===== src/design/min_distance_point_acceptor_macros.svh =====
// Assertion macros for the minimum-distance point acceptor.
// Expects signals clk and rst in the scope of use.
`ifndef MIN_DISTANCE_POINT_ACCEPTOR_MACROS_SVH
`define MIN_DISTANCE_POINT_ACCEPTOR_MACROS_SVH

// same-cycle implication
`define MDPA_ASSERT_IMP(label, ante, cons, msg) \
  label: assert property (@(posedge clk) disable iff (rst) (ante) |-> (cons)) \
    else $error(msg);

// next-cycle implication
`define MDPA_ASSERT_NXT(label, ante, cons, msg) \
  label: assert property (@(posedge clk) disable iff (rst) (ante) |=> (cons)) \
    else $error(msg);

`endif


===== src/design/mdpa_pkg.sv =====
// Shared types and constants for the minimum-distance point acceptor.
// No dependencies.
`default_nettype none

package mdpa_pkg;

  localparam int COORD_W        = 12;
  localparam int POINT_W        = 2 * COORD_W;
  localparam int SQ_W           = 2 * COORD_W;
  localparam int SUM_W          = SQ_W + 1;
  localparam int TARGET_W       = 8;
  localparam int VERDICT_W      = 2;
  localparam int SLOT_W         = 7;
  localparam int COUNT_OUT_W    = 8;
  localparam int IN_DATA_W      = 24;
  localparam int OUT_DATA_W     = 24;
  localparam int OUT_FIELDS_W   = VERDICT_W + SLOT_W + COUNT_OUT_W + 1;
  localparam int CFG_IDX_W      = 3;
  localparam int CFG_DATA_W     = 12;
  localparam int MAX_POINTS_DEF = 128;

  localparam logic [CFG_IDX_W-1:0] REG_EXCL_EN   = 3'd0;
  localparam logic [CFG_IDX_W-1:0] REG_CENTER_X  = 3'd1;
  localparam logic [CFG_IDX_W-1:0] REG_CENTER_Y  = 3'd2;
  localparam logic [CFG_IDX_W-1:0] REG_EXCL_RAD  = 3'd3;
  localparam logic [CFG_IDX_W-1:0] REG_MIN_SPACE = 3'd4;
  localparam logic [CFG_IDX_W-1:0] REG_TARGET    = 3'd5;

  localparam logic [COORD_W-1:0]  RST_CENTER_X  = 12'd640;
  localparam logic [COORD_W-1:0]  RST_CENTER_Y  = 12'd400;
  localparam logic [COORD_W-1:0]  RST_EXCL_RAD  = 12'd105;
  localparam logic [COORD_W-1:0]  RST_MIN_SPACE = 12'd40;
  localparam logic [TARGET_W-1:0] RST_TARGET    = 8'd100;

  typedef enum logic [VERDICT_W-1:0] {
    V_ACCEPT   = 2'd0,
    V_EXCLUDED = 2'd1,
    V_CLOSE    = 2'd2,
    V_FULL     = 2'd3
  } verdict_t;

  typedef enum logic [2:0] {
    S_IDLE,
    S_CHECK,
    S_EXCL_CMP,
    S_SCAN,
    S_DRAIN,
    S_FINISH
  } state_t;

  typedef struct packed {
    logic shift;
    logic load;
  } cell_ctrl_t;

endpackage

`default_nettype wire


===== src/design/mdpa_cell.sv =====
// One storage cell of the point ring: holds a stored point, loads a new one
// or takes its neighbour's. Depends on mdpa_pkg.
`default_nettype none

module mdpa_cell
  import mdpa_pkg::*;
(
  input  wire logic               clk,
  input  wire cell_ctrl_t         ctrl,
  input  wire logic [POINT_W-1:0] shift_in,
  input  wire logic [POINT_W-1:0] load_data,
  output logic      [POINT_W-1:0] point
);

  always_ff @(posedge clk) begin
    if (ctrl.load) begin
      point <= load_data;
    end else if (ctrl.shift) begin
      point <= shift_in;
    end
  end

endmodule

`default_nettype wire


===== config.mk =====
export PLATFORM = sky130hd
export DESIGN_NAME = mdpa_cell
export DESIGN_NICKNAME = d
export VERILOG_FILES = /design/src/design/min_distance_point_acceptor_macros.svh /design/src/design/mdpa_pkg.sv /design/src/design/mdpa_cell.sv
export SDC_FILE = /design/constraint.sdc
export NUM_CORES = 1
export LEC_CHECK = 0
export ABC_AREA = 0
export BUFFER_PORTS_ARGS = -buffer_cell sky130_fd_sc_hd__buf_2
export CAP_MARGIN = 20
export CELL_PAD_IN_SITES_DETAIL_PLACEMENT = 0
export CELL_PAD_IN_SITES_GLOBAL_PLACEMENT = 1
export CORE_ASPECT_RATIO = 0.5
export CORE_UTILIZATION = 29
export CTS_CLUSTER_SIZE = 28
export DETAILED_ROUTE_END_ITERATION = 6
export PLACE_DENSITY = 0.83
export SKIP_CTS_REPAIR_TIMING = 1
export SYNTH_ARGS = -nofsm -noshare
export SYNTH_HDL_FRONTEND = slang
export SYNTH_SLANG_ARGS = --single-unit

===== constraint.sdc =====
create_clock -name clk -period 1.6 [get_ports clk]
set_input_delay 0.32 -clock clk [delete_from_list [all_inputs] [get_ports clk]]
set_output_delay 0.32 -clock clk [all_outputs]
set_load 0.05 [all_outputs]

==> metrics.txt <==
max_cap viols 0; Slew HR 79.48%; Fin. Hold Viols 0; Routed Antenna Nets 0; CP arrival 870 ps; Final GP Congestion 0.7149; GRT Util Overall 11.68%; Crit Path Max Fanout 1; Total Nets Final about 180; IR drop worst, VDD ~0.28 mV; post-synthesis register bit count 24; Slew Limit Fails 0; EDFF count, synth 24; Die ar. 4129 um2; Port Buffers 74; slowest CP cell edfxtp_1; final WL 2367 um; Pleak 0.0007549 uW; final setup fails 0; Syn Area/Cell 21.54 um2; DR WL/cell 13.08 um; Netlist cell types 6; P per Cell Area 1026 nW/um2; row cnt 15; share of layout cells above drive strength 1 approximately four fifths; Place WS approximately 250 ps; Pre-antenna DRT Iters 4; status finished, final reports clean; top cell type's share of synthesized area 64.36%; DIE WIDTH between 80 and 90 um; CTS Buffer Depth 2; global-route wire length before repair 3643 um; Final Critical Period between 1000 and 1500 ps; Critical Path Sink Type primary output; fin util between 40 and 50%; Core Area 3566 um2; RSZ-0062 raised after global routing false; Slew @ Worst Pin 307.7 ps; Top reg by flops point; setup TNS 0 ps; worst setup margin 407.6 ps; dpl cells 177; min-delay src load_data[11]; Worst Hold Class in -> reg; Syn. warnings 0; FMAX 0.8387 GHz; max reg flops 24; via count of the first global-routing pass 757; Critical Path Source Type flop; Post-Syn Instances between 50 and 60; Worst-path clk slew 80 ps; die span in y ~46 um; Hold Path End point[11]$_DFFE_PP_; DRC Markers 0; list of most frequent post-synthesis cells edfxtp_1, mux2_4, mux2_2; Setup Crit Path Kind reg -> out; Async SR Flop Fraction 0%; Crit path largest cell delay 340 ps; Via Count about 740; CTS H-tree depth 1; crit path cell chain buf_2; most frequent cell after synthesis edfxtp_1; crit-path leading delay family flip-flops; initial antenna violation count 0; initial core utilization 31.40%; Synth Net Count 103; DRT iter0 DRCs 34; IO Pins 75; CTS tree done; Buf/Inv on CP 1; Worst Hold Depth 2; number of diodes 0; Cell Area, Synth 1120 um2; CTS root buffer clkbuf_8; vias per inst roughly 4.1; CTS sink count 24; largest registers point x24; Seq/Total Area, Yosys 64.36%; total congestion overflow 0; main area contributors after synthesis edfxtp_1, mux2_4, mux2_2, buf_12, buf_6; Cell Count, Final, Fillers Out 181; CTS buffer count 3; Synth Flop Type edfxtp_1; dpl hpwl roughly 1900 um; leading area contributor after synthesis edfxtp_1; largest net degree at the start of global routing 25; fin crit share between 70% and 80%; P&R area growth vs syn 41.34%; critical path data required time 1280 ps
==> placed cells by master, fill, tap and decap left out <==
master    count
buf_2        74
edfxtp_1     24
mux2_4       19
mux2_2        5
clkbuf_8      3
buf_4         2
or2_1         1
clkinv_1      1
buf_12        1
==> stage by stage <==
stage / total power [uW] / area (um2) / hold slack [ps]
after CTS: 1647 / 1583 / 343.0
final: 1624 / 1583 / 351.8
after floorplan: 1158 / 1120 / 537.5
after global placement: 1283 / 1538 / 620.4
after global routing: 1682 / 1583 / 346.5
after detailed placement: 1290 / 1538 / 623.3
==> metal layers <==
metal / global-route usage [%] / vias up / wire, um
met4: 5.161 / 0 / 22
met5: 0 / - / 0
met1: 11.48 / 375 / 821
li1: - / 356 / -
met3: 3.000 / 4 / 35
met2: 24.62 / 8 / 1486
==> report_power, final <==
part | leakage (uW) | switching (uW) | internal [uW]
Clock | 0.0000231 | 181 | 171
Combinational | 0.000487 | 325 | 160
Sequential | 0.000245 | 15.9 | 771
==> worst max-delay path by stage <==
stage                        startpoint  slack, ps            endpoint  depth (start not counted)
floorplan                       ctrl[0]         50  point[0]$_DFFE_PP_                          3
global placement                ctrl[0]        280  point[5]$_DFFE_PP_                          3
detailed placement              ctrl[0]        250  point[4]$_DFFE_PP_                          3
CTS                 point[18]$_DFFE_PP_        400           point[18]                          1
global route        point[18]$_DFFE_PP_        360           point[18]                          1
finish              point[18]$_DFFE_PP_        410           point[18]                          1
==> kinds of logic after synthesis <==
kind of cell           Yosys count  synth area share, %
multiplexers                    24                30.50
AND/OR/NAND/NOR                  1               0.5590
flip-flops                      24                64.36
buffers and inverters            3                4.581
==> cell type report <==
class                      count  area (um2)
tap                           51       63.81
timing repair buffer          77       405.4
sequential                    24       720.7
clock inverter                 1       3.754
clock buffer                   3       41.29
fill                         336        1983
multi-input combinational     25       347.8
No activity file was read; power rests on OpenSTA's default activity.
