### config.mk
export PLATFORM = sky130hd
export DESIGN_NAME = mdpa_dist
export DESIGN_NICKNAME = d
export VERILOG_FILES = /design/src/design/min_distance_point_acceptor_macros.svh /design/src/design/mdpa_pkg.sv /design/src/design/mdpa_dist.sv
export SDC_FILE = /design/constraint.sdc
export NUM_CORES = 1
export LEC_CHECK = 0
export BUFFER_PORTS_ARGS = -buffer_cell sky130_fd_sc_hd__buf_2
export CORE_MARGIN = 4
export CORE_UTILIZATION = 35
export DETAILED_ROUTE_END_ITERATION = 8
export HOLD_SLACK_MARGIN = 0.02
export PLACE_DENSITY = 0.61
export SYNTH_ARGS = -nofsm -noshare
export SYNTH_HDL_FRONTEND = slang
export SYNTH_SLANG_ARGS = --single-unit
### constraint.sdc
create_clock -name clk -period 21.7 [get_ports clk]
set_clock_uncertainty 0.05 [all_clocks]
set_input_delay 2.17 -clock clk [delete_from_list [all_inputs] [get_ports clk]]
set_output_delay 2.17 -clock clk [all_outputs]
set_load 0.05 [all_outputs]
### src/design/min_distance_point_acceptor_macros.svh
// Assertion macros for the minimum-distance point acceptor.
// Expects signals clk and rst in the scope of use.
`ifndef MIN_DISTANCE_POINT_ACCEPTOR_MACROS_SVH
`define MIN_DISTANCE_POINT_ACCEPTOR_MACROS_SVH

// same-cycle implication
`define MDPA_ASSERT_IMP(label, ante, cons, msg) \
  label: assert property (@(posedge clk) disable iff (rst) (ante) |-> (cons)) \
    else $error(msg);

// next-cycle implication
`define MDPA_ASSERT_NXT(label, ante, cons, msg) \
  label: assert property (@(posedge clk) disable iff (rst) (ante) |=> (cons)) \
    else $error(msg);

`endif

### src/design/mdpa_pkg.sv
// Shared types and constants for the minimum-distance point acceptor.
// No dependencies.
`default_nettype none

package mdpa_pkg;

  localparam int COORD_W        = 12;
  localparam int POINT_W        = 2 * COORD_W;
  localparam int SQ_W           = 2 * COORD_W;
  localparam int SUM_W          = SQ_W + 1;
  localparam int TARGET_W       = 8;
  localparam int VERDICT_W      = 2;
  localparam int SLOT_W         = 7;
  localparam int COUNT_OUT_W    = 8;
  localparam int IN_DATA_W      = 24;
  localparam int OUT_DATA_W     = 24;
  localparam int OUT_FIELDS_W   = VERDICT_W + SLOT_W + COUNT_OUT_W + 1;
  localparam int CFG_IDX_W      = 3;
  localparam int CFG_DATA_W     = 12;
  localparam int MAX_POINTS_DEF = 128;

  localparam logic [CFG_IDX_W-1:0] REG_EXCL_EN   = 3'd0;
  localparam logic [CFG_IDX_W-1:0] REG_CENTER_X  = 3'd1;
  localparam logic [CFG_IDX_W-1:0] REG_CENTER_Y  = 3'd2;
  localparam logic [CFG_IDX_W-1:0] REG_EXCL_RAD  = 3'd3;
  localparam logic [CFG_IDX_W-1:0] REG_MIN_SPACE = 3'd4;
  localparam logic [CFG_IDX_W-1:0] REG_TARGET    = 3'd5;

  localparam logic [COORD_W-1:0]  RST_CENTER_X  = 12'd640;
  localparam logic [COORD_W-1:0]  RST_CENTER_Y  = 12'd400;
  localparam logic [COORD_W-1:0]  RST_EXCL_RAD  = 12'd105;
  localparam logic [COORD_W-1:0]  RST_MIN_SPACE = 12'd40;
  localparam logic [TARGET_W-1:0] RST_TARGET    = 8'd100;

  typedef enum logic [VERDICT_W-1:0] {
    V_ACCEPT   = 2'd0,
    V_EXCLUDED = 2'd1,
    V_CLOSE    = 2'd2,
    V_FULL     = 2'd3
  } verdict_t;

  typedef enum logic [2:0] {
    S_IDLE,
    S_CHECK,
    S_EXCL_CMP,
    S_SCAN,
    S_DRAIN,
    S_FINISH
  } state_t;

  typedef struct packed {
    logic shift;
    logic load;
  } cell_ctrl_t;

endpackage

`default_nettype wire

### src/design/mdpa_dist.sv
// Squared distance unit: registered squares of |dx| and |dy|, sum out.
// Depends on mdpa_pkg.
`default_nettype none

module mdpa_dist
  import mdpa_pkg::*;
(
  input  wire logic               clk,
  input  wire logic [COORD_W-1:0] ax,
  input  wire logic [COORD_W-1:0] ay,
  input  wire logic [COORD_W-1:0] bx,
  input  wire logic [COORD_W-1:0] by,
  output logic      [SUM_W-1:0]   dsq
);

  logic [COORD_W-1:0] dx;
  logic [COORD_W-1:0] dy;
  logic [SQ_W-1:0]    sq_x;
  logic [SQ_W-1:0]    sq_y;

  assign dx = (ax > bx) ? (ax - bx) : (bx - ax);
  assign dy = (ay > by) ? (ay - by) : (by - ay);

  always_ff @(posedge clk) begin
    sq_x <= SQ_W'(dx) * SQ_W'(dx);
    sq_y <= SQ_W'(dy) * SQ_W'(dy);
  end

  assign dsq = {1'b0, sq_x} + {1'b0, sq_y};

endmodule

`default_nettype wire

==> impl_metrics.ini <==
[setup_path]
worstSetupPathType = input port to register
end_kind = register
crit_arrival_ns = 10.13
cp_max_fo = 12
crit_required_ns = 21.83
start_kind = input port

[sta]
fmax_ghz = 0.0999
period_needed_ns = 10.01
hold_viol_final = 0
finalCritPeriodShare = 0.461
finalSetupViolCount = 0
rsz0062_at_grt = no
drv_slew = 0
tightestPinTransition_ns = 1.12
slew_headroom = 0.249
setup-tns-final_ns = 0

[die]
coreArea_um2 = 33500
ios = 74
start_util = 0.354
rows = 67
die_w_um = 192
dieArea_um2 = 37000
die_height_um = 192

[place]
io_buffers = 73
placed_cells = 1898
place_hpwl_um = 21200
place.gp.congestion = 0.892

[yosys]
synthSimpleGateAreaFrac = 0.133
synth_nets = 1801
netlist_area_um2 = 11900
async_flop_share = 0
ys_warn_count = 0
ys_seq_area_frac = 0.0775
yosys.area_share.adder = 0.472
synth_compound_gate_area_share = 0.130
synth_xor_area_frac = 0.0598
synthMuxAreaShare = 0.0131
synth_edf_count = 0
synthFlopType = dfxtp_1
synth_cell_types = 72
synthCells = 1402
synth_top_family_by_area = adder cells
avgSynthCellArea_um2 = 8.47
ys_ff_latch = 46

[cells_and_area]
insertedDiodeCount = 0
final_util = 0.384
syn2layout_area_growth_pct = 8.39
finalNonFillerCells = 1906
mostFrequentLayoutCells = inv_1, ha_1, fa_1, nor2_1, buf_2
drive_above_1_share = 0.0912
nets = 1856
nFillCells = 3510
layout_commonest_cell = inv_1

[worst_hold_path]
hold_class = input port to register

[drt]
routed_wl_um = 24400
postRouteAntennaNets = 0
vias = 9283
viasPerCell = 4.87
dr.pass1.iters = 5
drc = 0
post_drt_wl_per_cell_um = 12.8
first_iter_violations = 599

[clock_network]
post_cts_resized = 0
hold_buffers = 0
cts_num_sinks = 46
clk_path_buf_depth = 2
postCtsSetupBuffers = 0
root_buffer = clkbuf_16
htree_levels = 2
path_clk_slew_ns = 0.06
numCtsBuffers = 5
cts_tree = yes

[global_routing]
grt_pass1_wl_um = 43000
grt_max_degree = 16
grtUsageTotal = 0.138
grt_pass1_vias = 9431
globalRouteOverflowTotal = 0
antenna_found_initial = 0

[run_status]
outcome = finished, final reports clean

[run]
drv_cap = 0
[state kept, by name, summed over array words and instances, names as in the netlist]
| register | flops |
|---|---|
| sq_x | 23 |
| sq_y | 23 |
[synthesized netlist by cell type (3+ instances only)]
library cell | count | share of area
inv_1 | 305 | 0.096
ha_1 | 186 | 0.20
fa_1 | 164 | 0.28
nor2_1 | 156 | 0.049
a21oi_1 | 61 | 0.026
nand2_1 | 61 | 0.019
xnor2_1 | 51 | 0.038
dfxtp_1 | 46 | 0.078
a21o_1 | 28 | 0.018
o21ai_0 | 26 | 0.011
nor3_1 | 24 | 0.010
xor2_1 | 19 | 0.014
o21a_1 | 18 | 0.011
clkbuf_1 | 17 | 0.0054
nand2b_1 | 17 | 0.0090
nand3_1 | 16 | 0.0067
nor2b_1 | 14 | 0.0074
or2_2 | 14 | 0.0074
a211oi_1 | 11 | 0.0070
buf_2 | 11 | 0.0046
mux2i_1 | 11 | 0.0093
a21boi_0 | 10 | 0.0063
and3_1 | 10 | 0.0053
a31oi_1 | 9 | 0.0047
and2_1 | 6 | 0.0032
o31ai_1 | 6 | 0.0038
o41ai_1 | 6 | 0.0044
o211ai_1 | 5 | 0.0032
or2_1 | 5 | 0.0026
xnor2_2 | 5 | 0.0068
a2111oi_0 | 4 | 0.0029
a211o_1 | 4 | 0.0029
a221oi_1 | 4 | 0.0029
buf_4 | 4 | 0.0025
mux2_2 | 4 | 0.0038
nand4_1 | 4 | 0.0021
o21bai_1 | 4 | 0.0025
or3_1 | 4 | 0.0021
inv_2 | 3 | 0.00095
nor4_1 | 3 | 0.0016
o2111ai_1 | 3 | 0.0022
[critical path, cell delays in order]
cell      delay, ns
buf_2          0.09
inv_1          0.04
ha_1           0.55
nand4_1        0.20
or4_4          0.55
and3_4         0.21
o221ai_1       0.32
a21boi_0       0.25
o21a_1         0.26
nor2_1         0.60
or2_2          0.25
fa_1           0.43
fa_1           0.53
inv_1          0.06
fa_1           0.51
fa_1           0.54
inv_1          0.05
fa_1           0.52
inv_1          0.04
ha_1           0.34
a21o_1         0.19
a21o_1         0.16
a21o_1         0.19
a21oi_1        0.27
a21boi_0       0.30
nor2_1         0.09
a311oi_1       0.31
xnor2_1        0.10
[area by class of cell]
type | instances | area [µm²] | area share
multi-input cells | 1008 | 9600 | 0.746
clock buffers | 6 | 129 | 0.0100
well taps | 448 | 561 | 0.0435
repair buffers | 85 | 455 | 0.0354
flip-flops and latches | 46 | 921 | 0.0715
inverters | 311 | 1170 | 0.0910
clock inverters | 2 | 37.5 | 0.00291
[routing by layer]
layer  GRT usage  wire length [µm]  share of wire
met2       0.225             11100           0.46
met4      0.0123               154         0.0063
met1       0.202             12200           0.50
met5           0                 0              0
met3      0.0202               870          0.036
[cell families after synthesis]
family          after synthesis
xor+xnor                     76
buf+inv                     348
flops                        46
compound gates              224
mux                          15
fa+ha+maj                   350
simple gates                343
[through the flow]
step	worst slack (ns)	hold slack, ns	area, µm²
CTS	11.69	2.51	12900
global placement	11.58	2.78	12700
global route	11.18	2.57	12900
finish	11.69	2.51	12900
detailed placement	11.38	2.78	12700
floorplan	12.36	2.36	11900
[worst paths after layout]
check,startpoint,endpoint,depth (start not counted)
hold / removal,ax[1],sq_x[2],5
setup / recovery,ay[0],sq_y[23],28
Power is left out: the tool's default activity adds up to more than one toggle a clock period on the data nets, which glitch-free logic cannot reach.
